$ cat config.mk
export PLATFORM = sky130hd
export DESIGN_NAME = ksca_result_queue
export DESIGN_NICKNAME = d
export VERILOG_FILES = /design/src/rtl/core/ksca_pkg.sv /design/src/rtl/core/ksca_result_queue.sv
export SDC_FILE = /design/constraint.sdc
export NUM_CORES = 1
export LEC_CHECK = 0
export ABC_AREA = 1
export BUFFER_PORTS_ARGS = -buffer_cell sky130_fd_sc_hd__buf_2
export CAP_MARGIN = 25
export CORE_ASPECT_RATIO = 1.1
export CORE_MARGIN = 8
export CORE_UTILIZATION = 58
export CTS_BUF_LIST = sky130_fd_sc_hd__clkbuf_8
export DETAILED_ROUTE_END_ITERATION = 8
export PLACE_DENSITY = 0.93
export SLEW_MARGIN = 5
export SYNTH_ARGS = -nofsm -noshare
export SYNTH_HDL_FRONTEND = slang
export SYNTH_SLANG_ARGS = --single-unit
$ cat constraint.sdc
create_clock -name clk -period 6.1 [get_ports clk]
set_input_delay 1.22 -clock clk [delete_from_list [all_inputs] [get_ports clk]]
set_output_delay 1.22 -clock clk [all_outputs]
set_load 0.01 [all_outputs]
$ cat src/rtl/core/ksca_pkg.sv
// ----------------------------------------------------------------------------
// ksca_pkg: shared types and constants of the keyed sum/count aggregate unit
// Table geometry, field widths, command and result records, status bundle.
// ----------------------------------------------------------------------------
package ksca_pkg;

    // table geometry
    localparam int NUM_KEYS = 4096;
    localparam int IDX_W    = $clog2(NUM_KEYS);

    // field widths
    localparam int KEY_W   = 12;
    localparam int LIMIT_W = 13;
    localparam int WORD_W  = 32;

    // key limit after reset
    localparam logic [LIMIT_W-1:0] LIMIT_RESET = LIMIT_W'(4096);

    // queue depths
    localparam int CMDQ_DEPTH = 4;
    localparam int CMDQ_PTR_W = $clog2(CMDQ_DEPTH);
    localparam int RESQ_DEPTH = 2;
    localparam int RESQ_PTR_W = $clog2(RESQ_DEPTH);

    // item operations
    typedef enum logic {
        OP_ACCUM = 1'b0,
        OP_READ  = 1'b1
    } op_t;

    // classified command from front to back
    typedef struct packed {
        op_t                      op;
        logic                     ok;
        logic [IDX_W-1:0]         idx;
        logic signed [WORD_W-1:0] value;
        logic                     dropped;
    } cmd_t;

    // one result item
    typedef struct packed {
        logic signed [WORD_W-1:0] sum;
        logic [WORD_W-1:0]        count;
        logic                     present;
        logic                     dropped;
    } res_t;

    // back end status seen by the front
    typedef struct packed {
        logic clearing;
    } back_status_t;

endpackage

$ cat src/rtl/core/ksca_result_queue.sv
// ----------------------------------------------------------------------------
// ksca_result_queue: output queue of the aggregate unit
// Holds finished results until they are popped, decoupling the consumer.
// ----------------------------------------------------------------------------
module ksca_result_queue
    import ksca_pkg::*;
(
    input  logic clk,
    input  logic rst_n,
    input  logic wr_en,
    input  res_t wr_data,
    output logic full,
    input  logic rd_en,
    output logic empty,
    output res_t head
);

    res_t                  slot_reg [RESQ_DEPTH];
    logic [RESQ_PTR_W-1:0] wr_ptr_reg;
    logic [RESQ_PTR_W-1:0] rd_ptr_reg;
    logic [RESQ_PTR_W:0]   fill_reg;
    logic                  do_wr;
    logic                  do_rd;

    assign full  = (fill_reg == (RESQ_PTR_W+1)'(RESQ_DEPTH));
    assign empty = (fill_reg == '0);
    assign do_wr = wr_en & ~full;
    assign do_rd = rd_en & ~empty;
    assign head  = slot_reg[rd_ptr_reg];

    // pointers and fill level
    always_ff @(posedge clk or negedge rst_n)
    begin
        if (!rst_n)
        begin
            wr_ptr_reg <= '0;
            rd_ptr_reg <= '0;
            fill_reg   <= '0;
        end
        else
        begin
            if (do_wr)
            begin
                wr_ptr_reg <= (wr_ptr_reg == RESQ_PTR_W'(RESQ_DEPTH-1)) ? '0
                                                                         : wr_ptr_reg + 1'b1;
            end
            if (do_rd)
            begin
                rd_ptr_reg <= (rd_ptr_reg == RESQ_PTR_W'(RESQ_DEPTH-1)) ? '0
                                                                         : rd_ptr_reg + 1'b1;
            end
            if (do_wr && !do_rd)
            begin
                fill_reg <= fill_reg + 1'b1;
            end
            else if (do_rd && !do_wr)
            begin
                fill_reg <= fill_reg - 1'b1;
            end
        end
    end

    // slot storage
    always_ff @(posedge clk)
    begin
        if (do_wr)
        begin
            slot_reg[wr_ptr_reg] <= wr_data;
        end
    end

endmodule

### Word-level counts from Yosys, hierarchy flattened

Memory sizes are Yosys's and may differ from the RTL's.
Index checks and enable logic that the tools add are counted.

* flip-flop bits (word level): 4
* bits in writable memories: 132
* input bits: 70
* output and inout port bits: 68
* word-level logic and storage cells: 25
* memories kept: 1

* add/subtract/negate cells: 4
* equality and inequality tests: 1
* multiplexer cells: 6
* bitwise logic cells: 4
* reductions and logical operators: 6

Memory list
* slot_reg: words 2, width 66, rd ports 1, clocked after Yosys merged registers in 0, wr ports 1, line ksca_result_queue.sv:18 `res_t slot_reg [RESQ_DEPTH];`

Operators with widths (count)
* $mux 1: 4
* $mux 2: 2
* $add 1x1->1 const B: 2
* $add 2x1->2 const B: 1
* $and 1x1->1: 2
* $eq 2x2->1 const B: 1
* $logic_and 1x1->1: 2
* $logic_not 1->1: 2
* $logic_not 2->1: 1
* $not 1->1: 2
* $reduce_bool 2->1: 1
* $sub 2x1->2 const B: 1

### Logic depth before layout (Yosys ltp)

* word-level depth: 7
* gate-level depth with buffers: 9

### Worst setup path after synthesis

No wires, ideal clock.

* kind: input port to flip-flop
* from: in wr_en
* to: mem slot_reg[1][0] in the netlist's numbering (enable)
* library setup time: 0.490 ns
* arrival time: 4.084 ns
* data required time: 5.610 ns
* path slack: 1.525 ns
* stages on the path: 2
* path buffers: 0
* path through: o21ai_0 -> nor2_1

* longest elaborated chain between the ends: 3

RTL lines
* from (decl): line ksca_result_queue.sv:10 `input logic wr_en,`
* $and 1x1->1: line ksca_result_queue.sv:27 `assign do_wr = wr_en & ~full;`
* $mux 1: line ksca_result_queue.sv:66 `if (do_wr)`
* $mux 1 (implied by the code): line ksca_result_queue.sv:68 `slot_reg[wr_ptr_reg] <= wr_data;`
* to (decl): line ksca_result_queue.sv:18

Every way passes these cells.

==> impl_summary.md <==
Run status
The run finished with clean final reports.

STA
Setup repair after global routing left no endpoint under its margin. Headroom to the max-slew limit came out at 58.2%. For the pin with the worst max-slew slack, the measured transition is 0.626 ns. Once routing completed, OpenROAD measured the worst setup slack at 2.78 ns. The count of endpoints failing setup in the final report is 0. Between clock sinks in the finished design, the worst skew comes to 0.0101 ns. The time the final worst path needs with I/O delays and setup is 3.32 ns. In the final timing run, aggregate negative setup slack is 0 ns. The post-route clock period utilization is 54.3%. The fmax is 302 MHz. The max-slew violation count is 0. The final hold violation count is 0.

Setup path
The setup slack of the worst register-to-register path is 3.79 ns. The kind of critical path is flip-flop to output port. The worst setup path is launched from a flip-flop.

In this run the worst path has a maximum fanout of 39. The data required time of the worst path is 4.88 ns. The data arrival at the endpoint of the critical path is 2.10 ns.

The endpoint type of the worst setup path is an output port.

Cells and area
The proportion of layout cells with a drive suffix above 1 is 32.8%. The number of antenna diodes is 0. Leaving out fill and tap cells, the most frequent cell in the layout is sky130_fd_sc_hd__nand2_1.

Leaving out fill and tap cells, the most frequent cells in the layout are sky130_fd_sc_hd__nand2_1 (207), sky130_fd_sc_hd__buf_2 (137), sky130_fd_sc_hd__edfxtp_1 (132), sky130_fd_sc_hd__clkbuf_8 (17), sky130_fd_sc_hd__inv_1 (6). Summing all flip-flop and latch instances after layout gives 0.00407 mm^2. The number of fillers in the final layout is 584.

The final layout contains 594 nets. From synthesis to final layout, the design area changed by 23.4%. The area used by multi-input combinational logic is 850 um^2. The number of flip-flops under the largest register name is 132.

Clocking
The post-cts resize count is 0. CTS saw 136 sinks. The clock latency on the worst-skew pair is 0.41 ns. The post-CTS setup repair buffer count is 0. The number of buffers added by the clock tree synthesis step is 17. TritonCTS built the clock tree.

The number of hold buffers added after CTS was 0. The total number of H-tree levels is 4. In this run the deepest clock path goes through 2 buffers. Clock-pin slew was measured on the worst setup and hold paths at 0.07 ns. The tree is rooted in a sky130_fd_sc_hd__clkbuf_8.

Logic synthesis
The synthesized design spends more area on one cell type than any other, namely sky130_fd_sc_hd__edfxtp_1. The sequential area share after synthesis is 80.5%. The cell area after synthesis is 0.00505 mm^2. The netlist uses 15 different library cells. In this run the mean area of a mapped cell was 13.4 um^2. The number of nets handed over by synthesis was 448. After synthesis the netlist holds a flip-flop and latch count of 136. The area share of the largest cell type after synthesis is 78.5%. Synthesis produced 377 cells. The number of warnings printed during yosys synthesis is 0. By area the synthesized netlist is led by sky130_fd_sc_hd__edfxtp_1 (79%), sky130_fd_sc_hd__nand2_1 (15%), sky130_fd_sc_hd__dfrtp_1 (2.0%).

Floorplanning
The core region is 0.00841 mm^2. The floorplan step defined a die boundary enclosing 0.0119 mm^2. For this design the top-level I/O count stands at 138. The initial utilization of the core area, before any placement, comes to 60.0%. The die is 105 um wide. The die height is 114 um. The number of standard-cell rows in the floorplan is 35.

Drt
The count of nets left with antenna violations once routing finished came out at 0. The routed layout has 3193 vias. The number of DRC violations after detailed routing is 0.

After detailed routing, the average wire length per cell comes to 16.2 um. The via-per-instance ratio is 4.94. Wires add up to 10.5 mm. The detailed router finished its first iteration with 263 violations. The first detailed-routing pass ran for 4 iterations.

Global route
The first global-routing pass estimated 16.1 mm of wire. The via count of the first global-routing pass came to 3348. The overflow left after global routing is 0.

Across every metal layer, demand over resource in global routing totals 17.3%. The initial antenna violation count came to 0. The maximum number of pins on one net before global-route repair is 68.

Run
The max-cap violation count is 0.

Place
The post-detailed-placement half-perimeter wirelength is 7.25 mm. The congestion estimate from routability-driven global placement came to 0.740. During placement, the flow inserted port buffers numbering 137. The pre-CTS worst setup slack is 2.93 ns.

Min path
The tightest min-delay check is of the flip-flop to flip-flop type.

Power
For this design the ratio of total power to cell area is 483 mW/mm^2. The worst-case IR drop observed on VDD is 0.399 mV. In this run the static leakage power is 2.72 nW.
critical path, cell delays in order, from the launching register on:
cell                      delay [ns]
sky130_fd_sc_hd__dfrtp_2        0.72
sky130_fd_sc_hd__inv_2          0.37
sky130_fd_sc_hd__buf_12         0.29
sky130_fd_sc_hd__nand2_1        0.07
sky130_fd_sc_hd__nand2_1        0.06
sky130_fd_sc_hd__buf_2          0.14
stage by stage:
stage	power [W]	instance area (um^2)	hold slack (ns)	cells	utilization [%]
2_1_floorplan	0.00195	5050	0.449	377	-
3_3_place_gp	0.00227	5780	0.462	612	68.8
3_5_place_dp	0.00234	5820	0.503	614	69.3
4_1_cts	0.00303	6210	0.523	646	73.8
5_1_grt	0.00318	6230	0.571	647	74.1
6_report	0.00301	6230	0.523	647	74.1
synthesized netlist by cell type, drive strengths merged:
| cell | instances |
|---|---|
| inv | 8 |
| nand3b | 1 |
| nand4 | 1 |
| ha | 1 |
| dfrtp | 4 |
| edfxtp | 132 |
| o21ai | 2 |
| nand3 | 1 |
| nor2 | 4 |
| nand2 | 207 |
| xnor2 | 1 |
| buf | 15 |
report_power, final:
part	internal, W	leakage (nW)	switching (W)
clock	0.000362	0.180	0.000332
sequential	0.00127	1.28	0.0000872
combinational	0.000327	1.26	0.000623
final cells by class:
cell class                      instances  area share, %
Timing Repair Buffer                  142           12.2
Tap cell                              111           2.23
Inverter                                8          0.482
Multi-Input combinational cell        218           13.6
Clock buffer                           17           3.76
Sequential cell                       136           65.3
Clock inverter                         15           2.41
per-layer routing:
metal	wire length (um)	vias up	global-route usage, %	share of wire (%)
li1	-	1561	-	-
met1	4010	1508	19.0	38
met2	5730	112	30.3	55
met3	592	12	5.19	5.7
met4	150	0	8.00	1.4
met5	0	-	0	0
path summary, 6_finish.rpt:
kind	startpoint	to	depth (start not counted)
setup / recovery	rd_ptr_reg$_DFFE_PN0P_	head[44]	5
hold / removal	wr_ptr_reg$_DFFE_PN0P_	wr_ptr_reg$_DFFE_PN0P_	2
setup reg to reg	fill_reg[1]$_DFFE_PN0P_	slot_reg[0][63]$_DFFE_PP_	6
hold reg to reg	wr_ptr_reg$_DFFE_PN0P_	wr_ptr_reg$_DFFE_PN0P_	2
max in group asynchronous	rst_n	rd_ptr_reg$_DFFE_PN0P_	1
min in group asynchronous	rst_n	fill_reg[0]$_DFFE_PN0P_	1
kinds of logic after synthesis:
kind of cell / synth area share (%)
buffers and inverters: 2.80
DFF: 80.5
and+or+nand+nor: 16.1
xor gates and xnor gates: 0.174
AOI/OAI and AO/OA: 0.198
adders and majority gates: 0.248
Note: power is estimated with default switching activity, not from simulation.
