<file path="config.mk">
export PLATFORM = sky130hd
export DESIGN_NAME = ksca_front
export DESIGN_NICKNAME = d
export VERILOG_FILES = /design/src/rtl/core/ksca_pkg.sv /design/src/rtl/core/ksca_front.sv
export SDC_FILE = /design/constraint.sdc
export NUM_CORES = 1
export LEC_CHECK = 0
export ABC_AREA = 0
export BUFFER_PORTS_ARGS = -buffer_cell sky130_fd_sc_hd__buf_2
export CAP_MARGIN = 20
export CORE_ASPECT_RATIO = 0.5
export CORE_UTILIZATION = 36
export CTS_BUF_LIST = sky130_fd_sc_hd__clkbuf_16
export CTS_CLUSTER_SIZE = 16
export DETAILED_ROUTE_END_ITERATION = 16
export PLACE_DENSITY = 0.82
export SYNTH_ARGS = -nofsm -noshare
export SYNTH_HDL_FRONTEND = slang
export SYNTH_SLANG_ARGS = --single-unit
</file>
<file path="constraint.sdc">
create_clock -name clk -period 2.1 [get_ports clk]
set_clock_uncertainty 0.2 [all_clocks]
set_input_delay 0.105 -clock clk [delete_from_list [all_inputs] [get_ports clk]]
set_output_delay 0.105 -clock clk [all_outputs]
set_load 0.01 [all_outputs]
</file>
<file path="src/rtl/core/ksca_pkg.sv">
// ----------------------------------------------------------------------------
// ksca_pkg: shared types and constants of the keyed sum/count aggregate unit
// Table geometry, field widths, command and result records, status bundle.
// ----------------------------------------------------------------------------
package ksca_pkg;

    // table geometry
    localparam int NUM_KEYS = 4096;
    localparam int IDX_W    = $clog2(NUM_KEYS);

    // field widths
    localparam int KEY_W   = 12;
    localparam int LIMIT_W = 13;
    localparam int WORD_W  = 32;

    // key limit after reset
    localparam logic [LIMIT_W-1:0] LIMIT_RESET = LIMIT_W'(4096);

    // queue depths
    localparam int CMDQ_DEPTH = 4;
    localparam int CMDQ_PTR_W = $clog2(CMDQ_DEPTH);
    localparam int RESQ_DEPTH = 2;
    localparam int RESQ_PTR_W = $clog2(RESQ_DEPTH);

    // item operations
    typedef enum logic {
        OP_ACCUM = 1'b0,
        OP_READ  = 1'b1
    } op_t;

    // classified command from front to back
    typedef struct packed {
        op_t                      op;
        logic                     ok;
        logic [IDX_W-1:0]         idx;
        logic signed [WORD_W-1:0] value;
        logic                     dropped;
    } cmd_t;

    // one result item
    typedef struct packed {
        logic signed [WORD_W-1:0] sum;
        logic [WORD_W-1:0]        count;
        logic                     present;
        logic                     dropped;
    } res_t;

    // back end status seen by the front
    typedef struct packed {
        logic clearing;
    } back_status_t;

endpackage

</file>
<file path="src/rtl/core/ksca_front.sv">
// ----------------------------------------------------------------------------
// ksca_front: input side of the aggregate unit
// Holds key_limit and the sticky drop flag, range-checks keys, queues commands.
// ----------------------------------------------------------------------------
module ksca_front
    import ksca_pkg::*;
(
    input  logic                     clk,
    input  logic                     rst_n,
    // configuration
    input  logic                     cfg_valid,
    output logic                     cfg_ready,
    input  logic [LIMIT_W-1:0]       cfg_data,
    // input items
    input  logic                     push,
    output logic                     full,
    input  logic                     opcode,
    input  logic [KEY_W-1:0]         key,
    input  logic signed [WORD_W-1:0] value,
    // command queue side
    output logic                     cmd_push,
    output cmd_t                     cmd_data,
    input  logic                     cmdq_full,
    input  back_status_t             back_status
);

    logic [LIMIT_W-1:0] key_limit_reg;
    logic               drop_reg;
    logic               drop_next;
    logic               accept;
    logic               ok;
    op_t                op;

    assign cfg_ready = 1'b1;

    // no transfer while the table is cleared or the queue has no room
    assign full   = back_status.clearing | cmdq_full;
    assign accept = push & ~full;

    // range check against key_limit and the table size
    assign op = op_t'(opcode);
    assign ok = (LIMIT_W'(key) < key_limit_reg) && (32'(key) < 32'(NUM_KEYS));

    assign drop_next = drop_reg | ~ok;

    // out-of-range accumulates stop here
    assign cmd_push         = accept & ((op == OP_READ) | ok);
    assign cmd_data.op      = op;
    assign cmd_data.ok      = ok;
    assign cmd_data.idx     = IDX_W'(key);
    assign cmd_data.value   = value;
    assign cmd_data.dropped = drop_next;

    // configuration and sticky flag
    always_ff @(posedge clk or negedge rst_n)
    begin
        if (!rst_n)
        begin
            key_limit_reg <= LIMIT_RESET;
            drop_reg      <= 1'b0;
        end
        else
        begin
            if (cfg_valid && cfg_ready)
            begin
                key_limit_reg <= cfg_data;
            end
            if (accept)
            begin
                drop_reg <= drop_next;
            end
        end
    end

endmodule

</file>
# Yosys cells after proc, flatten, opt, wreduce, memory -nomap -nowiden
# Cells that the tools add are included.
dict set report op_classes {
  bitwise_logic 7
  magnitude_cmp 1
}
# op count
set op_table {}
lappend op_table {{$lt A12 B13 Y1} 1}
lappend op_table {{$or A1 B1 Y1} 3}
lappend op_table {{$and A1 B1 Y1} 2}
lappend op_table {{$not A1 Y1} 2}
dict set report totals {
  ff_bits 14
  output_inout_bits 50
}

# Logic depth before layout (Yosys ltp)
# Gate-level depths: netlist of the first run.
dict set report depth {
  depth_word 4
  ltp_mapped 8
}

# Least setup slack after synthesis of the first run
# Ideal clock, no wire load.
dict set report synth_timing {
  path_kind {register -> output}
  startpoint {register key_limit_reg[1]}
  endpoint {output port cmd_data[0] (netlist bit)}
  path_stages_with_launch 9
  arrival_time_ns 1.604
  setup_slack_ns 0.191
  path_cell_list {dfrtp_1 -> inv_1 -> ha_1 -> o21ai_0 -> nor2_1 -> a2111oi_4 -> o21ai_2 -> or2_1 -> buf_4}
}
dict set report synth_via {
  elab_chain_len 3
}
# item line_no
set synth_lines {}
lappend synth_lines {{start: declaration} ksca_front.sv:27} ;# logic [LIMIT_W-1:0] key_limit_reg;
lappend synth_lines {{start signal: assignment} ksca_front.sv:66} ;# key_limit_reg <= cfg_data;
lappend synth_lines {{$lt A12 B13 Y1} ksca_front.sv:42} ;# assign ok = (LIMIT_W'(key) < key_limit_reg) && (32'(key) < 32'(NUM_KEYS));
lappend synth_lines {{$not A1 Y1} ksca_front.sv:44} ;# assign drop_next = drop_reg | ~ok;
lappend synth_lines {{$or A1 B1 Y1} ksca_front.sv:44}
lappend synth_lines {{end: declaration} ksca_front.sv:22} ;# output cmd_t cmd_data,
# Every way passes these cells.

==> results.md, run 1 <==
* Area of placed instances at 1110 µm²
* WP data required at 1.79 ns
* Cts bufs inserted at 3
* Vias in the first global route at 897
* Maximum single-stage delay on the critical path at 0.35 ns
* Routed wire length at 2850 µm
* Routed len/inst at 14.6 µm
* Setup slack after placement at 0.107 ns
* Clock transition at path regs at 0.04 ns
* Max-slew violation count at 0
* Top cell type's share of synthesized area at 30.3%
* Yosys Warn Count at 0
* Diode count at 0
* Fin. Hold Viols at 0
* Arrival @ worst endpoint at 1.85 ns
* HPWL Detailed at 1810 µm
* Area grow syn2layout at 21.7%
* Achievable clock frequency at 465 MHz
* Port Buffer Count at 48
* Routed via count at 932
* Die Wd at 83.3 µm
* I/O pins at 114
* Syn Area/Cell at 8.75 µm²
* Layout cells sized above 1 at 45.8%
* # rows at 14
* Post-route cell area at 1450 µm²
* MaxCap Viol Count at 0
* Crit Path Class: reg2out
* Setup Viol. Count Final at 2
* Setup slack after layout at -0.0514 ns
* Slowest stage cell, crit path: dfrtp_1
* Top Metal Used: met4
* Total grt overflow at 0
* Yosys reg bits at 14
* All-Layer GR Usage at 16.4%
* Remaining DRCs at 0
* Worst min path class: in2out
* Placer Congestion at 0.721
* Leakage power at 0.706 nW
* Met2 WL at 1540 µm
* Area leader, netlist: buf_4
* Global-route wire length before repair at 4320 µm
* Cells along the critical path: inv_2 -> ha_4 -> and4b_1 -> and3_4 -> o2111ai_4 -> o21ai_2 -> or2_1 -> buf_2
* M1 WL at 991 µm
* H-tree levels at 1
* Failing checks: setup timing
* Avg Vias per Cell at 4.78
* Worst-Skew Late Latency at 0.25 ns
* Synth Instances at 136
* Fin crit share at 102%
* Final Util at 47.2%
* Tmin final at 2.15 ns
* Largest register FFs at 13
* Remaining antenna violation count at 0
* Fin Setup TNS at -0.0927 ns
* Netlist cell types at 23
* Status: finished with violations
* CP endpoint kind: primary output
* CTS root buf: clkbuf_16
* Full die area at 3550 µm²
* First-pass DRT Iterations at 4
* Cell Area, Synth at 1190 µm²
* CTS tree: done
* Startpoint types: flop
* WL met3 at 226 µm
* Power Density at 654 nW/µm²
* NumNets Final at 231
* Seq/Total Area, Yosys at 29.5%
* Synth area leaders: buf_4 30%, dfrtp_1 27%, ha_1 12%, o21ai_0 5.5%, inv_1 4.4%
* Starting DRT DRC Count at 62
* Clock Path Buffers at 2
* Largest net degree at the start of global routing at 25
* Syn_nets at 211
* Peak fanout along the critical path at 4
* # fillers at 236
* Clk sinks at 14
* Die Y-Extent at 42.7 µm
* Peak supply drop at 0.297 mV
* Starting density of the core at 38.8%
* Core footprint at 3070 µm²
* RSZ-0062 raised after global routing: yes
* Design Power at 947 µW
* Initial antenna violation count at 0
[cells in the final DEF, fill, tap and decap left out, types with 2 or more instances in the layout]
cell type and instances:
nor2_1 2, dfrtp_1 13, buf_4 2, o21ai_1 2
a21oi_1 3, ha_4 5, inv_1 12, nand2_1 13
inv_2 3, buf_2 48, dlygate4sd3_1 15, o21ai_0 11
mux2_2 2, clkbuf_16 3, ha_1 6
[critical path, delay by kind of cell (launching register included)]
| family | cells | cell delay (ns) |
|---|---|---|
| buffers and inverters | 2 | 0.18 |
| adder cells (fa/ha/maj) | 1 | 0.26 |
| AND/OR/NAND/NOR | 3 | 0.54 |
| AO/OA/AOI/OAI | 2 | 0.29 |
| flip-flops | 1 | 0.35 |
[layout make-up]
class                           instances  area (µm²)  area share, %
Multi-Input combinational cell         58         509           35.2
Timing Repair Buffer                   65         405           28.0
Sequential cell                        14         352           24.3
Clock buffer                            3        75.1           5.19
Inverter                               14        52.6           3.63
Tap cell                               40        50.0           3.46
Clock inverter                          1        3.75          0.259
[cells by family after synthesis]
logic type / count (synthesis) / synth area share, %
flip-flops: 14 / 29.5
AND/OR/NAND/NOR: 21 / 8.41
adder cells (fa/ha/maj): 11 / 11.6
buffers and inverters: 64 / 35.3
multiplexers: 2 / 1.89
AO/OA/AOI/OAI: 23 / 12.9
other: 1 / 0.315
[metrics by stage]
stage          hold WS [ns]  cells
2_1_floorplan        -0.391    136
3_3_place_gp         -0.189    174
3_5_place_dp         -0.183    174
4_1_cts              0.0101    194
5_1_grt              0.0100    195
6_report             0.0100    195
[metal layers]
metal,vias to the layer above,track usage [%]
li1,432,-
met1,444,15.4
met2,35,30.5
met3,21,6.61
met4,0,10.3
met5,-,0
[where the power goes]
| group | internal, mW | leakage (nW) | switching (mW) |
|---|---|---|---|
| sequential | 0.302 | 0.166 | 0.0130 |
| combinational | 0.133 | 0.498 | 0.134 |
| clock | 0.252 | 0.0423 | 0.114 |
[synthesized netlist by cell type, drive strengths merged]
cell     number
buf          48
inv          14
o21ai        14
dfrtp        13
nand2        13
ha           11
a21oi         4
nor2          3
clkbuf        2
mux2          2
a2111oi       1
a211oi        1
a31o          1
and3          1
and4b         1
conb          1
dfstp         1
nor3          1
nor3b         1
o2111ai       1
o21a          1
or2           1
[timing repair]
action,in CTS,in global routing
endpoints found under the setup margin,3,3
resized for setup,8,7
setup buffers,1,1
endpoints found under the hold margin,28,0
hold buffers,15,0
pin swaps,10,7
[path summary, 6_finish.rpt]
check,from,to,slack [ns],cells past startpoint
setup / recovery,key_limit_reg[11],cmd_data[0],-0.05,8
hold / removal,value[24],cmd_data[25],0.01,0
setup reg to reg,key_limit_reg[10],drop_reg,0.19,8
hold reg to reg,drop_reg,drop_reg,0.29,1
max in group asynchronous,rst_n,key_limit_reg[12],1.31,2
min in group asynchronous,rst_n,drop_reg,0.10,2
No activity file was read; power rests on OpenSTA's default activity.
==> run 2: changes to the inputs <==
- BUFFER_PORTS_ARGS: -buffer_cell sky130_fd_sc_hd__buf_2 -> -buffer_cell sky130_fd_sc_hd__clkbuf_2
==> run 2 against run 1 <==
Against the previous run:
- the flow still finishes with violations (setup timing)
- non-clock buffer count decreased by 2
- worst setup slack got worse by 0.049 ns
- sequential power hardly changed
- clock-buffer cell count is the same
- critical path type unchanged
- design area down 3.5%
- power shrank 2.9%
- register-to-register slack gained 0.10 ns
==> results.md, run 2 (synthesized netlist as in run 1, its figures left out) <==
* Status: finished with violations
* Failing checks: setup timing
* Achievable clock frequency at 454 MHz
* Clock power share at 39.2%
* M1 GR Usage at 15.1%
* Largest register FFs at 13
* Routed len/inst at 14.2 µm
* Global-route wire length before repair at 4150 µm
* CTS tree: done
* RSZ-0062 raised after global routing: yes
* All-Layer GR Usage at 15.5%
* MaxCap Viol Count at 0
* Setup slack after placement at 0.146 ns
* Die Wd at 83.3 µm
* Routed via count at 909
* Design Power at 920 µW
* Remaining antenna violation count at 0
* Fin Setup TNS at -0.126 ns
* CTS root buf: clkbuf_16
* Die Y-Extent at 42.7 µm
* Starting density of the core at 38.8%
* Routed wire length at 2730 µm
* Crit Path Class: reg2out
* Worst min path class: in2out
* Diode count at 0
* # fillers at 253
* Most common cell after layout, fill and taps aside: clkbuf_2
* Peak supply drop at 0.344 mV
* Full die area at 3550 µm²
* Worst-Skew Late Latency at 0.25 ns
* Commonest cells after routing, fill and taps aside: 47 x clkbuf_2, 15 x dlygate4sd3_1, 13 x nand2_1, 13 x dfrtp_1, 12 x o21ai_0
* Clock Path Buffers at 2
* Max-slew violation count at 0
* Area grow syn2layout at 17.4%
* # rows at 14
* Total grt overflow at 0
* Register share of total power at 34.1%
* Port Buffer Count at 48
* GRT Max-Usage Layer: met2
* Placer Congestion at 0.723
* First-pass DRT Iterations at 4
* Worst Hold Depth at 0
* Worst-case reg-to-reg path depth at 7
* Vias in the first global route at 904
* Layout cells sized above 1 at 44.4%
* Fin crit share at 105%
* Initial antenna violation count at 0
* Avg Vias per Cell at 4.71
* Clk sinks at 14
* Power Density at 659 nW/µm²
* WP data required at 1.79 ns
* Fin. Hold Viols at 0
* Core footprint at 3070 µm²
* Setup Viol. Count Final at 2
* Hold slack final at 0.0100 ns
* Arrival @ worst endpoint at 1.90 ns
* Net Sw Power at 247 µW
* Remaining DRCs at 0
* NumNets Final at 229
* Internal power at 673 µW
* Met3 Resource Use GR at 6.42%
* HPWL Detailed at 1850 µm
* Starting DRT DRC Count at 46
* Combinational share of power at 26.7%
* Clock transition at path regs at 0.05 ns
* I/O pins at 114
* Peak fanout along the critical path at 4
* Largest net degree at the start of global routing at 25
* Tmin final at 2.20 ns
* Cts bufs inserted at 3
* CP endpoint kind: primary output
* Startpoint types: flop
* Postcts setup bufs at 0
* H-tree levels at 1
* M2 GR Usage at 28.9%
* Setup slack after layout at -0.100 ns
* Leakage power at 0.706 nW
* Switching Share at 26.8%
run 2: repair_timing:
action	CTS	global route
gates resized for setup	9	4
endpoints found under the hold margin	28	0
cloned	0	0
endpoints found under the setup margin	3	3
pin swaps	11	5
hold buffers	15	0
run 2: through the flow:
step	instances	area, µm²	utilization (%)
2_1_floorplan	136	1190	-
3_3_place_gp	174	1110	36.3
3_5_place_dp	174	1110	36.3
4_1_cts	193	1380	45.0
5_1_grt	193	1400	45.6
6_report	193	1400	45.6
run 2: layer usage:
layer  wire, µm  part of all wire, %
met1        991                   36
met2       1410                   52
met3        223                  8.2
met4        107                  3.9
met5          0                    0
run 2: final cells by class:
class / count / area, µm² / share of cell area (%)
flip-flops and latches: 14 / 352 / 25.2
inverters: 14 / 52.6 / 3.76
clock buffers: 3 / 75.1 / 5.38
repair buffers: 63 / 390 / 28.0
well taps: 40 / 50.0 / 3.58
multi-input cells: 58 / 473 / 33.9
clock inverters: 1 / 3.75 / 0.269
run 2: power by group through the flow:
stage	Sequential (mW)	Combinational (mW)	Clock (mW)
2_1_floorplan	0.312	0.210	0
3_3_place_gp	0.315	0.189	0
3_5_place_dp	0.317	0.196	0
4_1_cts	0.314	0.233	0.361
5_1_grt	0.316	0.270	0.381
6_report	0.314	0.246	0.361
run 2: worst paths after layout:
kind                                  start                 to  slack (ns)
setup / recovery           key_limit_reg[6]        cmd_data[0]       -0.10
setup reg to reg           key_limit_reg[6]           drop_reg        0.29
hold reg to reg                    drop_reg           drop_reg        0.26
max in group asynchronous             rst_n  key_limit_reg[12]        1.26
min in group asynchronous             rst_n           drop_reg        0.12
hold / removal                    value[24]       cmd_data[25]        0.01
run 2: critical path, cell delays in order, from the launching register on:
cell,delay [ns]
dfrtp_1,0.36
inv_1,0.07
ha_1,0.26
a21oi_2,0.17
o21ai_0,0.09
a21oi_1,0.21
o21ai_2,0.11
or2_1,0.23
buf_2,0.14
