$ cat config.mk
export PLATFORM = sky130hd
export DESIGN_NAME = ksca_cmd_queue
export DESIGN_NICKNAME = d
export VERILOG_FILES = /design/src/rtl/core/ksca_pkg.sv /design/src/rtl/core/ksca_cmd_queue.sv
export SDC_FILE = /design/constraint.sdc
export NUM_CORES = 1
export LEC_CHECK = 0
export BUFFER_PORTS_ARGS = -buffer_cell sky130_fd_sc_hd__buf_4
export CORE_ASPECT_RATIO = 2
export CORE_MARGIN = 10
export CORE_UTILIZATION = 40
export CTS_CLUSTER_SIZE = 40
export DETAILED_ROUTE_END_ITERATION = 7
export GPL_TIMING_DRIVEN = 0
export SLEW_MARGIN = 5
export SYNTH_ARGS = -nofsm -noshare
export SYNTH_HDL_FRONTEND = slang
export SYNTH_SLANG_ARGS = --single-unit
$ cat constraint.sdc
create_clock -name clk -period 3.6 [get_ports clk]
set_input_delay 0.36 -clock clk [delete_from_list [all_inputs] [get_ports clk]]
set_output_delay 0.36 -clock clk [all_outputs]
set_load 0.05 [all_outputs]
$ cat src/rtl/core/ksca_pkg.sv
// ----------------------------------------------------------------------------
// ksca_pkg: shared types and constants of the keyed sum/count aggregate unit
// Table geometry, field widths, command and result records, status bundle.
// ----------------------------------------------------------------------------
package ksca_pkg;

    // table geometry
    localparam int NUM_KEYS = 4096;
    localparam int IDX_W    = $clog2(NUM_KEYS);

    // field widths
    localparam int KEY_W   = 12;
    localparam int LIMIT_W = 13;
    localparam int WORD_W  = 32;

    // key limit after reset
    localparam logic [LIMIT_W-1:0] LIMIT_RESET = LIMIT_W'(4096);

    // queue depths
    localparam int CMDQ_DEPTH = 4;
    localparam int CMDQ_PTR_W = $clog2(CMDQ_DEPTH);
    localparam int RESQ_DEPTH = 2;
    localparam int RESQ_PTR_W = $clog2(RESQ_DEPTH);

    // item operations
    typedef enum logic {
        OP_ACCUM = 1'b0,
        OP_READ  = 1'b1
    } op_t;

    // classified command from front to back
    typedef struct packed {
        op_t                      op;
        logic                     ok;
        logic [IDX_W-1:0]         idx;
        logic signed [WORD_W-1:0] value;
        logic                     dropped;
    } cmd_t;

    // one result item
    typedef struct packed {
        logic signed [WORD_W-1:0] sum;
        logic [WORD_W-1:0]        count;
        logic                     present;
        logic                     dropped;
    } res_t;

    // back end status seen by the front
    typedef struct packed {
        logic clearing;
    } back_status_t;

endpackage

$ cat src/rtl/core/ksca_cmd_queue.sv
// ----------------------------------------------------------------------------
// ksca_cmd_queue: short command queue between front and back
// Lets the front keep taking items while the back works on older ones.
// ----------------------------------------------------------------------------
module ksca_cmd_queue
    import ksca_pkg::*;
(
    input  logic clk,
    input  logic rst_n,
    input  logic wr_en,
    input  cmd_t wr_data,
    output logic full,
    input  logic rd_en,
    output logic empty,
    output cmd_t head
);

    cmd_t                  slot_reg [CMDQ_DEPTH];
    logic [CMDQ_PTR_W-1:0] wr_ptr_reg;
    logic [CMDQ_PTR_W-1:0] rd_ptr_reg;
    logic [CMDQ_PTR_W:0]   fill_reg;
    logic                  do_wr;
    logic                  do_rd;

    assign full  = (fill_reg == (CMDQ_PTR_W+1)'(CMDQ_DEPTH));
    assign empty = (fill_reg == '0);
    assign do_wr = wr_en & ~full;
    assign do_rd = rd_en & ~empty;
    assign head  = slot_reg[rd_ptr_reg];

    // pointers and fill level
    always_ff @(posedge clk or negedge rst_n)
    begin
        if (!rst_n)
        begin
            wr_ptr_reg <= '0;
            rd_ptr_reg <= '0;
            fill_reg   <= '0;
        end
        else
        begin
            if (do_wr)
            begin
                wr_ptr_reg <= (wr_ptr_reg == CMDQ_PTR_W'(CMDQ_DEPTH-1)) ? '0
                                                                         : wr_ptr_reg + 1'b1;
            end
            if (do_rd)
            begin
                rd_ptr_reg <= (rd_ptr_reg == CMDQ_PTR_W'(CMDQ_DEPTH-1)) ? '0
                                                                         : rd_ptr_reg + 1'b1;
            end
            if (do_wr && !do_rd)
            begin
                fill_reg <= fill_reg + 1'b1;
            end
            else if (do_rd && !do_wr)
            begin
                fill_reg <= fill_reg - 1'b1;
            end
        end
    end

    // slot storage
    always_ff @(posedge clk)
    begin
        if (do_wr)
        begin
            slot_reg[wr_ptr_reg] <= wr_data;
        end
    end

endmodule

# After elaboration in Yosys (flattened, before gate mapping)
# Memories as Yosys holds them, arrays and structs flattened.
# Index checks and enable logic that the tools add are counted.
[op_classes]
add_sub_neg = 4
eq_ne = 3
mux = 6
bitwise = 4
n_reduce_logical = 6
[op_table]
columns = ["cell", "n"]
rows = [
  ["$mux 3", 2],
  ["$add 2x1->2 const B", 2],
  ["$eq 2x2->1 const B", 2],
  ["$mux 2", 2],
  ["$add 3x1->3 const B", 1],
  ["$eq 3x3->1 const B", 1],
  ["$logic_not 3->1", 1],
  ["$sub 3x1->3 const B", 1],
  ["$and 1x1->1", 2],
  ["$logic_and 1x1->1", 2],
  ["$logic_not 1->1", 2],
  ["$mux 1", 2],
  ["$not 1->1", 2],
  ["$reduce_bool 2->1", 1],
]
[word_totals]
ff_bits = 7
mem_count = 1
ram_bits = 188
inputBits = 51
word_cells = 27
[mem_list]
columns = ["memory", "words", "width", "rd", "rd_clocked_by_memory_dff", "write_ports", "line_no", "rtl"]
rows = [
  ["slot_reg", 4, 47, 1, 0, 1, "ksca_cmd_queue.sv:18", "cmd_t slot_reg [CMDQ_DEPTH];"],
]

# Longest topological paths before layout
# Gate-level depths: netlist of run 1.
[logic_depth]
ltp_word = 7
mapped_depth = 8
depth_no_buf = 8

# Worst setup path before layout of run 1
# OpenSTA, ideal clock, no wires.
[synth_timing]
kind = "reg2reg"
startpoint = "register fill_reg[2]"
endpoint = "memory slot_reg[3][0] in the netlist's numbering, enable pin"
slack_ns = 0.444
path_stages_with_launch = 3
arrival_time_ns = 2.704
cell_sequence = "dfrtp_1 nor3b_2 nor2_1"
[synth_between]
elab_chain_cells = 5
[synth_rtl]
columns = ["item", "line_no", "rtl"]
rows = [
  ["start: declaration", "ksca_cmd_queue.sv:21", "logic [CMDQ_PTR_W:0] fill_reg;"],
  ["start signal: assignment", "ksca_cmd_queue.sv:54", "fill_reg <= fill_reg + 1'b1;"],
  ["start signal: assignment", "ksca_cmd_queue.sv:58", "fill_reg <= fill_reg - 1'b1;"],
  ["$eq 3x3->1", "ksca_cmd_queue.sv:25", "assign full = (fill_reg == (CMDQ_PTR_W+1)'(CMDQ_DEPTH));"],
  ["named net full", "ksca_cmd_queue.sv:12", "output logic full,"],
  ["$not 1->1", "ksca_cmd_queue.sv:27", "assign do_wr = wr_en & ~full;"],
  ["$and 1x1->1", "ksca_cmd_queue.sv:27", ""],
  ["$mux 1", "ksca_cmd_queue.sv:66", "if (do_wr)"],
  ["$mux 1 (not written as such)", "ksca_cmd_queue.sv:68", "slot_reg[wr_ptr_reg] <= wr_data;"],
  ["end: declaration", "ksca_cmd_queue.sv:18", ""],
]
# The timed path passes the listed nets, and every way through them passes these cells.

==> qor.log, run 1 <==
INFO  die            num_io_pins=100
INFO  die            die_area=24200µm²
INFO  setup_path     critical_path.reg2reg.endpoint=fill_reg[2]
INFO  setup_path     critical_path.endpoint=head[3]
INFO  setup_path     start_kind=flop
INFO  timing         tightestPinTransition=0.778ns
INFO  timing         finalSetupTns=0ns
INFO  routing        drc=0
INFO  power_and_ir_drop seq_power_share=37.0%
INFO  synthesis      top_area_cells_in_the_synthesized_netlist=sky130_fd_sc_hd__edfxtp_1 78%, sky130_fd_sc_hd__mux4_2 14%, sky130_fd_sc_hd__dfrtp_1 2.4%
INFO  setup_path     path_max_fanout=10
INFO  layout         layout.cells.non_filler=630
INFO  routing        detailed_route_wl=13900µm
INFO  clock_network  insertion_delay_to_the_later_sink_of_the_worst_skew_pair=0.42ns
INFO  setup_path     reg2reg_setup_slack=1.38ns
INFO  die            placeableCoreArea=17800µm²
INFO  setup_path     critical_path.reg2reg.startpoint=fill_reg[0]
INFO  job            drv_cap=0
INFO  grt            gr_ovfl_total=0
INFO  die            initial_utilization=40.7%
INFO  clock_network  clockRootBuffer=sky130_fd_sc_hd__clkbuf_16
INFO  setup_path     timing.critical_path.max_delay_family=buffers and inverters
INFO  synthesis      synth_area_per_inst=25.6µm²
INFO  clock_network  cts.htree.levels=4
INFO  layout         drive_above_1_share=46.5%
INFO  setup_path     cpPeakStageDelay=0.56ns
INFO  clock_network  tritoncts.num_buffers=17
INFO  timing         fin_crit_sh=65.9%
INFO  layout         post-route-util=50.1%
INFO  power_and_ir_drop power.density=950nW/µm²
INFO  setup_path     setup.worst_path.end_class=primary output
INFO  power_and_ir_drop switchingPower=3.16mW
INFO  clock_network  tritoncts_num_sinks=195
INFO  synthesis      main_combinational_cell_family_by_area_after_synthesis=multiplexers
INFO  clock_network  clockBufferDepth=2
INFO  clock_network  tritoncts=done
INFO  timing         grt_setup_unrepaired=no
INFO  timing         setup_viol=0
INFO  grt            grt_pass1_vias=3680
INFO  layout         num-nets-final=462
INFO  synthesis      synth_simple_gate_area_share=0.898%
INFO  clock_network  ctsResizeCount=0
INFO  synthesis      dominantRegCellSynth=sky130_fd_sc_hd__edfxtp_1
INFO  routing        dr.first_iter.drc_count=133
INFO  timing         fin_worst_hold_slack=0.140ns
INFO  layout         area_growth=22.9%
INFO  clock_network  cts.repair_timing.setup_buffer_count=0
INFO  synthesis      yosys-mux-area-fraction=15.3%
INFO  routing        vias=3248
INFO  clock_network  clkTransAtPathRegs=0.07ns
INFO  setup_path     worstPathCellList=clkbuf_1, mux4_2, buf_4
INFO  die            rows=69
INFO  power_and_ir_drop vdd.ir_drop.worst=0.612mV
INFO  placement      port_buffers=99
INFO  timing         timing.fmax=0.421GHz
INFO  synthesis      synthesized_net_count=341
INFO  die            die_y=210µm
INFO  setup_path     cp-startpoint=rd_ptr_reg[1]
INFO  routing        dr.pass1.iters=4
INFO  layout         n_fill_cell=1470
INFO  timing         maxSlewViolCount=0
INFO  setup_path     cp.buffers_inverters=2
INFO  power_and_ir_drop switching_share=37.3%
INFO  grt            grt_start_max_net_pins=48
INFO  synthesis      synthCells=283
INFO  setup_path     cell_count_along_the_critical_path=3
INFO  synthesis      synth-edff-count=188
INFO  die            die_w=115µm
INFO  setup_path     cp.arrival=2.01ns
INFO  grt            grt_first_pass_wirelength=21500µm
INFO  synthesis      yosys.area_share.xor_xnor=0.363%
INFO  setup_path     critical_setup_path_class=flop to primary output
INFO  power_and_ir_drop power.combinational.fraction=41.5%
INFO  synthesis      share_of_the_synthesized_area_in_compound_gates_ao_oa_aoi_oai=0.276%
INFO  placement      finalWeightedCongestion=0.696
INFO  clock_network  post_cts_hold_buffer_count=1
INFO  routing        route.antenna.remaining_nets=0
INFO  timing         slew_headroom=48.1%
INFO  placement      post-dp-hpwl=9040µm
INFO  layout         largest_reg_flops=188
INFO  routing        avgViaCountPerCell=5.16
INFO  synthesis      post_synth_instance_area=7250µm²
INFO  hold_path      hp-class=primary input to flop
INFO  run_status     status=finished clean
INFO  layout         total_area_of_sequential_cells=5820µm²
INFO  synthesis      synthArstFlopShare=3.59%
INFO  synthesis      ys_seq_area_share=80.3%
INFO  power_and_ir_drop power.leakage=3.06nW
INFO  routing        wl_per_cell=22.0µm
INFO  setup_path     critPathSlowestCell=sky130_fd_sc_hd__clkbuf_1
INFO  power_and_ir_drop power=8.45mW
INFO  synthesis      synth.ff_latch_count=195
INFO  power_and_ir_drop cell_internal_pwr=5.30mW
INFO  synthesis      synth.top_cell.area_share=77.9%
INFO  synthesis      synth_cell_types=23
INFO  synthesis      post_synth_fa_ha_maj_area_fraction=1.31%
INFO  grt            groute.usage.overall=12.1%
INFO  timing         finalHoldViolCount=0
INFO  synthesis      post_synth_most_frequent_cells=188 x sky130_fd_sc_hd__edfxtp_1, 45 x sky130_fd_sc_hd__mux4_2, 7 x sky130_fd_sc_hd__dfrtp_1
INFO  timing         min_period=2.37ns
INFO  synthesis      yosys.cell_count.top_type=sky130_fd_sc_hd__edfxtp_1
INFO  grt            antenna_found_initial=0
INFO  layout         multiInputGateArea=1330µm²
INFO  power_and_ir_drop clock_power_share=21.5%
INFO  setup_path     required_time_worst_endpoint=3.24ns
INFO  timing         finalClockSkew=0.0101ns
INFO  synthesis      synth-warning-count=0
INFO  synthesis      post-synth-top-area-cell=sky130_fd_sc_hd__edfxtp_1
INFO  layout         insertedDiodeCount=0
INFO  setup_path     rr_worst_depth=7
INFO  placement      placed_cells_incl_taps=597
## how the worst min path moves through the flow
stage,startpoint,to,cells after the start
after floorplan,rst_n,fill_reg[0],0
after global placement,rst_n,fill_reg[0],1
after detailed placement,rst_n,fill_reg[1],1
after CTS,wr_data[8],slot_reg[2][8],1
after global routing,wr_data[42],slot_reg[2][42],1
final,wr_data[20],slot_reg[2][20],1
## per-stage QoR
step,instance area [µm²],setup slack (ns)
floorplan,7250,0.444
global placement,8260,-1.26
detailed placement,8320,1.36
CTS,8900,1.14
global route,8900,1.09
finish,8900,1.23
## power groups by stage
stage	logic (mW)	clock network (mW)	registers, mW
after floorplan	2.53	0	3.16
after global placement	3.52	0	3.19
after detailed placement	3.60	0	3.19
after CTS	3.60	1.87	3.14
after global routing	3.72	1.96	3.17
final	3.50	1.82	3.13
## cells by family (layout without fill, tap and decap cells)
group	Yosys count	count (layout)
XOR/XNOR	3	3
AND/OR/NAND/NOR	11	11
adder cells (fa/ha/maj)	7	7
AO/OA/AOI/OAI	2	2
buffers and inverters	14	148
flip-flops	195	195
multiplexers	51	51
## cells in the final DEF, fill, tap and decap left out, types with 2 or more instances in the layout
cell type	instances
sky130_fd_sc_hd__buf_2	3
sky130_fd_sc_hd__clkbuf_1	6
sky130_fd_sc_hd__ha_1	6
sky130_fd_sc_hd__mux2_2	4
sky130_fd_sc_hd__edfxtp_1	188
sky130_fd_sc_hd__and2_4	3
sky130_fd_sc_hd__buf_12	3
sky130_fd_sc_hd__inv_1	3
sky130_fd_sc_hd__clkbuf_8	2
sky130_fd_sc_hd__clkinvlp_4	5
sky130_fd_sc_hd__mux4_2	45
sky130_fd_sc_hd__nor3_1	2
sky130_fd_sc_hd__bufinv_16	2
sky130_fd_sc_hd__dfrtp_1	7
sky130_fd_sc_hd__nor2_1	2
sky130_fd_sc_hd__buf_4	102
sky130_fd_sc_hd__clkbuf_16	17
sky130_fd_sc_hd__xor2_1	2
sky130_fd_sc_hd__clkinv_2	2
sky130_fd_sc_hd__mux4_1	2
## metal layers
layer	wire length, µm	global-route usage [%]	vias to the layer above
li1	-	-	1443
met2	8090	21.5	74
met4	263	4.93	0
met1	4950	12.7	1718
met5	0	0	-
met3	572	3.84	13
## cell type report
type	count	share of cell area, %
multi-input cells	74	15.0
flip-flops and latches	195	65.4
clock inverters	9	1.21
clock buffers	23	5.26
plain buffers	11	1.08
repair buffers	102	8.99
well taps	213	2.99
inverters	3	0.126
No activity file was read; power rests on OpenSTA's default activity.
==> inputs of run 2 (changes only) <==
Clock period 3.6 ns to 2.4 ns, I/O delays scaled along.
==> run 2 against run 1 <==
Against the previous run: global-route usage about the same; largest cell class unchanged; combinational power up 51%; critical path depth unchanged; worst hold slack got worse by 0.12 ns; power grew 51%; sequential power grew 50%; final area grew 4.7%; non-clock buffer count increased by 39; clock skew down 0.00065 ns; count of clock-buffer cells in the layout decreased by 6.
==> qor.log, run 2 (synthesis results as in run 1) <==
INFO  grt            grt_first_pass_wirelength=21800µm
INFO  grt            antenna_found_initial=0
INFO  timing         grt_setup_unrepaired=no
INFO  setup_path     path_max_fanout=10
INFO  routing        vias=3303
INFO  setup_path     required_time_worst_endpoint=2.16ns
INFO  power_and_ir_drop vdd.ir_drop.worst=0.983mV
INFO  clock_network  cts.htree.levels=4
INFO  clock_network  tritoncts.num_buffers=17
INFO  placement      finalWeightedCongestion=0.700
INFO  die            die_w=115µm
INFO  clock_network  tritoncts=done
INFO  routing        drc=0
INFO  grt            grt_start_max_net_pins=48
INFO  routing        avgViaCountPerCell=4.94
INFO  layout         n_fill_cell=1415
INFO  layout         mostFrequentLayoutCell=sky130_fd_sc_hd__edfxtp_1
INFO  power_and_ir_drop power.leakage=3.25nW
INFO  timing         finalHoldViolCount=0
INFO  timing         finalSetupTns=0ns
INFO  die            die_y=210µm
INFO  routing        detailed_route_wl=13900µm
INFO  job            drv_cap=0
INFO  die            die_area=24200µm²
INFO  timing         maxSlewViolCount=0
INFO  timing         setup_viol=0
INFO  setup_path     cp.arrival=2.04ns
INFO  routing        dr.first_iter.drc_count=106
INFO  setup_path     critical_path.endpoint=head[4]
INFO  die            num_io_pins=100
INFO  die            initial_utilization=40.7%
INFO  clock_network  clockRootBuffer=sky130_fd_sc_hd__clkbuf_16
INFO  layout         most-common-layout-cells=188 x sky130_fd_sc_hd__edfxtp_1, 102 x sky130_fd_sc_hd__buf_4, 45 x sky130_fd_sc_hd__mux4_2, 40 x sky130_fd_sc_hd__dlygate4sd3_1, 17 x sky130_fd_sc_hd__clkbuf_16
INFO  timing         slew_headroom=48.8%
INFO  placement      dpl-instance-area=8330µm²
INFO  die            placeableCoreArea=17800µm²
INFO  setup_path     critical_setup_path_class=flop to primary output
INFO  timing         timing.fmax=0.439GHz
INFO  placement      placement.setup.worst_slack=-0.0577ns
INFO  run_status     status=finished clean
INFO  placement      port_buffers=99
INFO  timing         min_period=2.28ns
INFO  grt            gr_ovfl_total=0
INFO  routing        route.antenna.remaining_nets=0
INFO  die            rows=69
INFO  hold_path      hp-class=primary input to flop
INFO  layout         area_growth=28.7%
INFO  layout         drive_above_1_share=43.4%
INFO  clock_network  clkTransAtPathRegs=0.07ns
INFO  power_and_ir_drop power=12.8mW
INFO  layout         post-route-util=52.4%
INFO  timing         tightestPinTransition=0.768ns
INFO  setup_path     rr_worst_depth=7
INFO  setup_path     reg2reg_setup_slack=0.27ns
INFO  grt            grt_pass1_vias=3866
INFO  grt            groute.usage.overall=12.1%
INFO  setup_path     setup.worst_path.end_class=primary output
INFO  clock_network  insertion_delay_to_the_later_sink_of_the_worst_skew_pair=0.43ns
INFO  timing         worst_slack=0.124ns
INFO  layout         insertedDiodeCount=0
INFO  clock_network  clockBufferDepth=2
INFO  placement      post-dp-hpwl=8940µm
INFO  setup_path     critical_path.reg2reg.startpoint=fill_reg[0]
INFO  power_and_ir_drop power.density=1370nW/µm²
INFO  setup_path     start_kind=flop
INFO  layout         largest_reg_flops=188
INFO  routing        wl_per_cell=20.8µm
INFO  timing         fin_crit_sh=94.8%
INFO  routing        dr.pass1.iters=4
INFO  layout         num-nets-final=501
INFO  timing         finalClockSkew=0.00948ns
INFO  setup_path     cp-startpoint=rd_ptr_reg[1]
INFO  setup_path     critical_path.reg2reg.endpoint=fill_reg[2]
INFO  clock_network  tritoncts_num_sinks=195
INFO  layout         finish.instance_area=9330µm²
run 2: changes by cell type in the layout (fill, tap and decap cells not counted), moves of 2 or more:
cell,before,now
sky130_fd_sc_hd__dlygate4sd3_1,1,40
sky130_fd_sc_hd__inv_6,0,5
sky130_fd_sc_hd__clkbuf_1,6,2
sky130_fd_sc_hd__clkinv_4,0,3
sky130_fd_sc_hd__clkinvlp_4,5,2
sky130_fd_sc_hd__inv_8,0,3
sky130_fd_sc_hd__clkbuf_8,2,0
sky130_fd_sc_hd__clkinv_2,2,0
run 2: critical path, cell delays in order, from the launching register on:
cell and delay (ns):
sky130_fd_sc_hd__dfrtp_1 0.41, sky130_fd_sc_hd__clkbuf_1 0.58, sky130_fd_sc_hd__mux4_2 0.42, sky130_fd_sc_hd__buf_4 0.21
run 2: worst min-delay path by stage:
stage	from	end	slack (ns)	depth (start not counted)
3_3_place_gp	rst_n	fill_reg[2]	0.06	1
4_1_cts	wr_data[40]	slot_reg[0][40]	0.0005	1
2_1_floorplan	rst_n	fill_reg[0]	-0.06	0
5_1_grt	wr_data[27]	slot_reg[1][27]	0.0001	1
3_5_place_dp	rst_n	fill_reg[0]	0.06	1
6_report	wr_data[27]	slot_reg[1][27]	0.02	1
run 2: final cells by class:
cell class / count / area [µm²] / area share, %
plain buffers: 11 / 98.8 / 1.06
clock buffers: 17 / 425 / 4.56
clock inverters: 15 / 165 / 1.77
inverters: 3 / 11.3 / 0.121
multi-input cells: 74 / 1340 / 14.4
flip-flops and latches: 195 / 5820 / 62.4
well taps: 213 / 267 / 2.86
repair buffers: 141 / 1200 / 12.9
run 2: metal layers:
layer	up-vias	share of wire [%]	global-route usage, %
met3	9	3.8	3.50
met5	-	0	0
li1	1527	-	-
met1	1708	38	12.6
met4	0	1.2	4.50
met2	59	57	22.0
run 2: per-stage QoR:
step,hold slack (ns),std cells
2_1_floorplan,-0.0556,283
3_3_place_gp,0.0587,595
3_5_place_dp,0.0594,597
4_1_cts,0.000501,668
5_1_grt,0.000142,669
6_report,0.0195,669
run 2: power by group:
| group | switching (mW) | total, mW | internal, mW |
|---|---|---|---|
| registers | 0.195 | 4.70 | 4.50 |
| logic | 3.39 | 5.30 | 1.91 |
| clock network | 1.31 | 2.79 | 1.48 |
| total | 4.89 | 12.8 | 7.89 |
run 2: repair_timing:
| action | in CTS | in global routing |
|---|---|---|
| setup endpoints to repair | 47 | 1 |
| setup buffers | 0 | 0 |
| gates resized for setup | 1 | 1 |
| endpoints found under the hold margin | 148 | 4 |
| pin swaps | 0 | 0 |
| hold buffers | 39 | 1 |
==> inputs of run 3 (changes only) <==
Clock period 2.4 ns to 2.5 ns, I/O delays scaled along.
==> run 3 against run 2 <==
Against the previous run: global-route usage down 0.20 points; flip-flop and latch count unchanged; sequential share of layout area up 3.0 points; largest power group unchanged.
==> qor.log, run 3 (synthesis results as in run 1) <==
INFO  die            placeableCoreArea=17800µm²
INFO  layout         area_growth=22.7%
INFO  die            num_io_pins=100
INFO  power_and_ir_drop power.density=1360nW/µm²
INFO  setup_path     critical_setup_path_class=flop to primary output
INFO  routing        wl_per_cell=22.1µm
INFO  placement      placed_cells_incl_taps=596
INFO  clock_network  clockBufferDepth=2
INFO  timing         fin_crit_sh=91.5%
INFO  die            die_y=210µm
INFO  clock_network  clkTransAtPathRegs=0.07ns
INFO  timing         maxSlewViolCount=0
INFO  hold_path      hp-class=primary input to flop
INFO  timing         tightestPinTransition=0.831ns
INFO  clock_network  tritoncts=done
INFO  timing         timing.fmax=0.437GHz
INFO  placement      post-dp-hpwl=8910µm
INFO  job            drv_cap=0
INFO  placement      finalWeightedCongestion=0.687
INFO  layout         layout.cells.non_filler=633
INFO  routing        detailed_route_wl=14000µm
INFO  routing        vias=3246
INFO  grt            gr_ovfl_total=0
INFO  routing        avgViaCountPerCell=5.13
INFO  setup_path     required_time_worst_endpoint=2.25ns
INFO  clock_network  ctsResizeCount=0
INFO  setup_path     cp.arrival=2.04ns
INFO  layout         largest_reg_flops=188
INFO  layout         most-common-layout-cells=188 x sky130_fd_sc_hd__edfxtp_1, 102 x sky130_fd_sc_hd__buf_4, 45 x sky130_fd_sc_hd__mux4_2, 17 x sky130_fd_sc_hd__clkbuf_16, 7 x sky130_fd_sc_hd__dfrtp_1
INFO  setup_path     timing.critical_path.mode_cell=sky130_fd_sc_hd__buf_2
INFO  setup_path     critPathSlowestCell=sky130_fd_sc_hd__dfrtp_1
INFO  timing         finalHoldViolCount=0
INFO  routing        route.antenna.remaining_nets=0
INFO  die            die_area=24200µm²
INFO  routing        drc=0
INFO  clock_network  cts.htree.levels=4
INFO  setup_path     worstPathCellList=buf_2, buf_2, mux4_2, buf_4
INFO  die            rows=69
INFO  layout         mostFrequentLayoutCell=sky130_fd_sc_hd__edfxtp_1
INFO  routing        dr.first_iter.drc_count=134
INFO  timing         finalClockSkew=0.00895ns
INFO  timing         worst_slack=0.213ns
INFO  run_status     status=finished clean
INFO  grt            groute.usage.overall=11.9%
INFO  routing        dr.pass1.iters=4
INFO  grt            grt_pass1_vias=3706
INFO  clock_network  tritoncts.num_buffers=17
INFO  timing         setup_viol=0
INFO  timing         fin_worst_hold_slack=0.0232ns
INFO  placement      dpl-instance-area=8300µm²
INFO  setup_path     start_kind=flop
INFO  die            die_w=115µm
INFO  timing         slew_headroom=44.4%
INFO  setup_path     cp.buffers_inverters=3
INFO  setup_path     timing.critical_path.max_delay_family=buffers and inverters
INFO  layout         drive_above_1_share=45.7%
INFO  clock_network  clockRootBuffer=sky130_fd_sc_hd__clkbuf_16
INFO  grt            antenna_found_initial=0
INFO  setup_path     path_max_fanout=10
INFO  clock_network  insertion_delay_to_the_later_sink_of_the_worst_skew_pair=0.43ns
INFO  power_and_ir_drop vdd.ir_drop.worst=0.859mV
INFO  power_and_ir_drop power=12.1mW
INFO  layout         finish.instance_area=8890µm²
INFO  die            initial_utilization=40.7%
INFO  grt            grt_start_max_net_pins=48
INFO  setup_path     cpPeakStageDelay=0.39ns
INFO  timing         min_period=2.29ns
INFO  layout         num-nets-final=465
INFO  clock_network  cts.repair_timing.setup_buffer_count=0
INFO  layout         insertedDiodeCount=0
INFO  timing         grt_setup_unrepaired=no
INFO  placement      placement.setup.worst_slack=0.298ns
INFO  grt            grt_first_pass_wirelength=21300µm
INFO  power_and_ir_drop power.leakage=3.05nW
INFO  clock_network  tritoncts_num_sinks=195
INFO  placement      port_buffers=99
INFO  setup_path     setup.worst_path.end_class=primary output
## run 3: cell count changes in the layout (fill, tap and decap cells not counted), moves of 2 or more
cell                            change
sky130_fd_sc_hd__buf_16             -2
sky130_fd_sc_hd__clkbuf_1           +2
sky130_fd_sc_hd__clkinv_1           +3
sky130_fd_sc_hd__clkinvlp_4         +2
sky130_fd_sc_hd__dlygate4sd3_1     -35
sky130_fd_sc_hd__inv_6              -3
sky130_fd_sc_hd__inv_8              -3
## run 3: final cells by class
cell class,instances,area [µm²]
plain buffers,11,96.3
clock buffers,19,433
clock inverters,13,111
fillers,1471,8890
inverters,3,11.3
multi-input cells,74,1340
flip-flops and latches,195,5820
well taps,213,267
repair buffers,105,813
## run 3: through the flow
step | util [%] | setup TNS, ns
2_1_floorplan | - | 0
3_3_place_gp | 46.5 | -162.31
3_5_place_dp | 46.7 | 0
4_1_cts | 49.8 | 0
5_1_grt | 50.0 | 0
6_report | 50.0 | 0
## run 3: power breakdown
group	internal, mW	switching [mW]	total [mW]	leakage, nW
clock	1.37	1.16	2.52	0.252
combinational	1.77	3.25	5.01	0.996
sequential	4.32	0.192	4.52	1.80
total	7.46	4.59	12.1	3.05
## run 3: path summary, 6_finish.rpt
path	end	depth (start not counted)	slack [ns]	from
worst max-delay path	head[10]	4	0.21	rd_ptr_reg[1]
worst min-delay path	slot_reg[3][0]	1	0.02	wr_data[0]
worst max register to register	fill_reg[2]	7	0.32	fill_reg[0]
worst min register to register	fill_reg[2]	1	0.57	fill_reg[2]
max in group asynchronous	rd_ptr_reg[0]	2	2.21	rst_n
min in group asynchronous	fill_reg[1]	2	0.16	rst_n
## run 3: per-layer routing
layer | part of all wire [%] | routed length, µm | track usage [%]
met5 | 0 | 0 | 0
met4 | 2.6 | 363 | 5.96
met3 | 4.2 | 588 | 3.33
met2 | 57 | 7920 | 21.2
met1 | 36 | 5100 | 12.2
## run 3: timing repair
action / in CTS / in global routing
hold buffers: 1 / 4
endpoints found under the setup margin: 0 / 0
hold endpoints to repair: 7 / 11
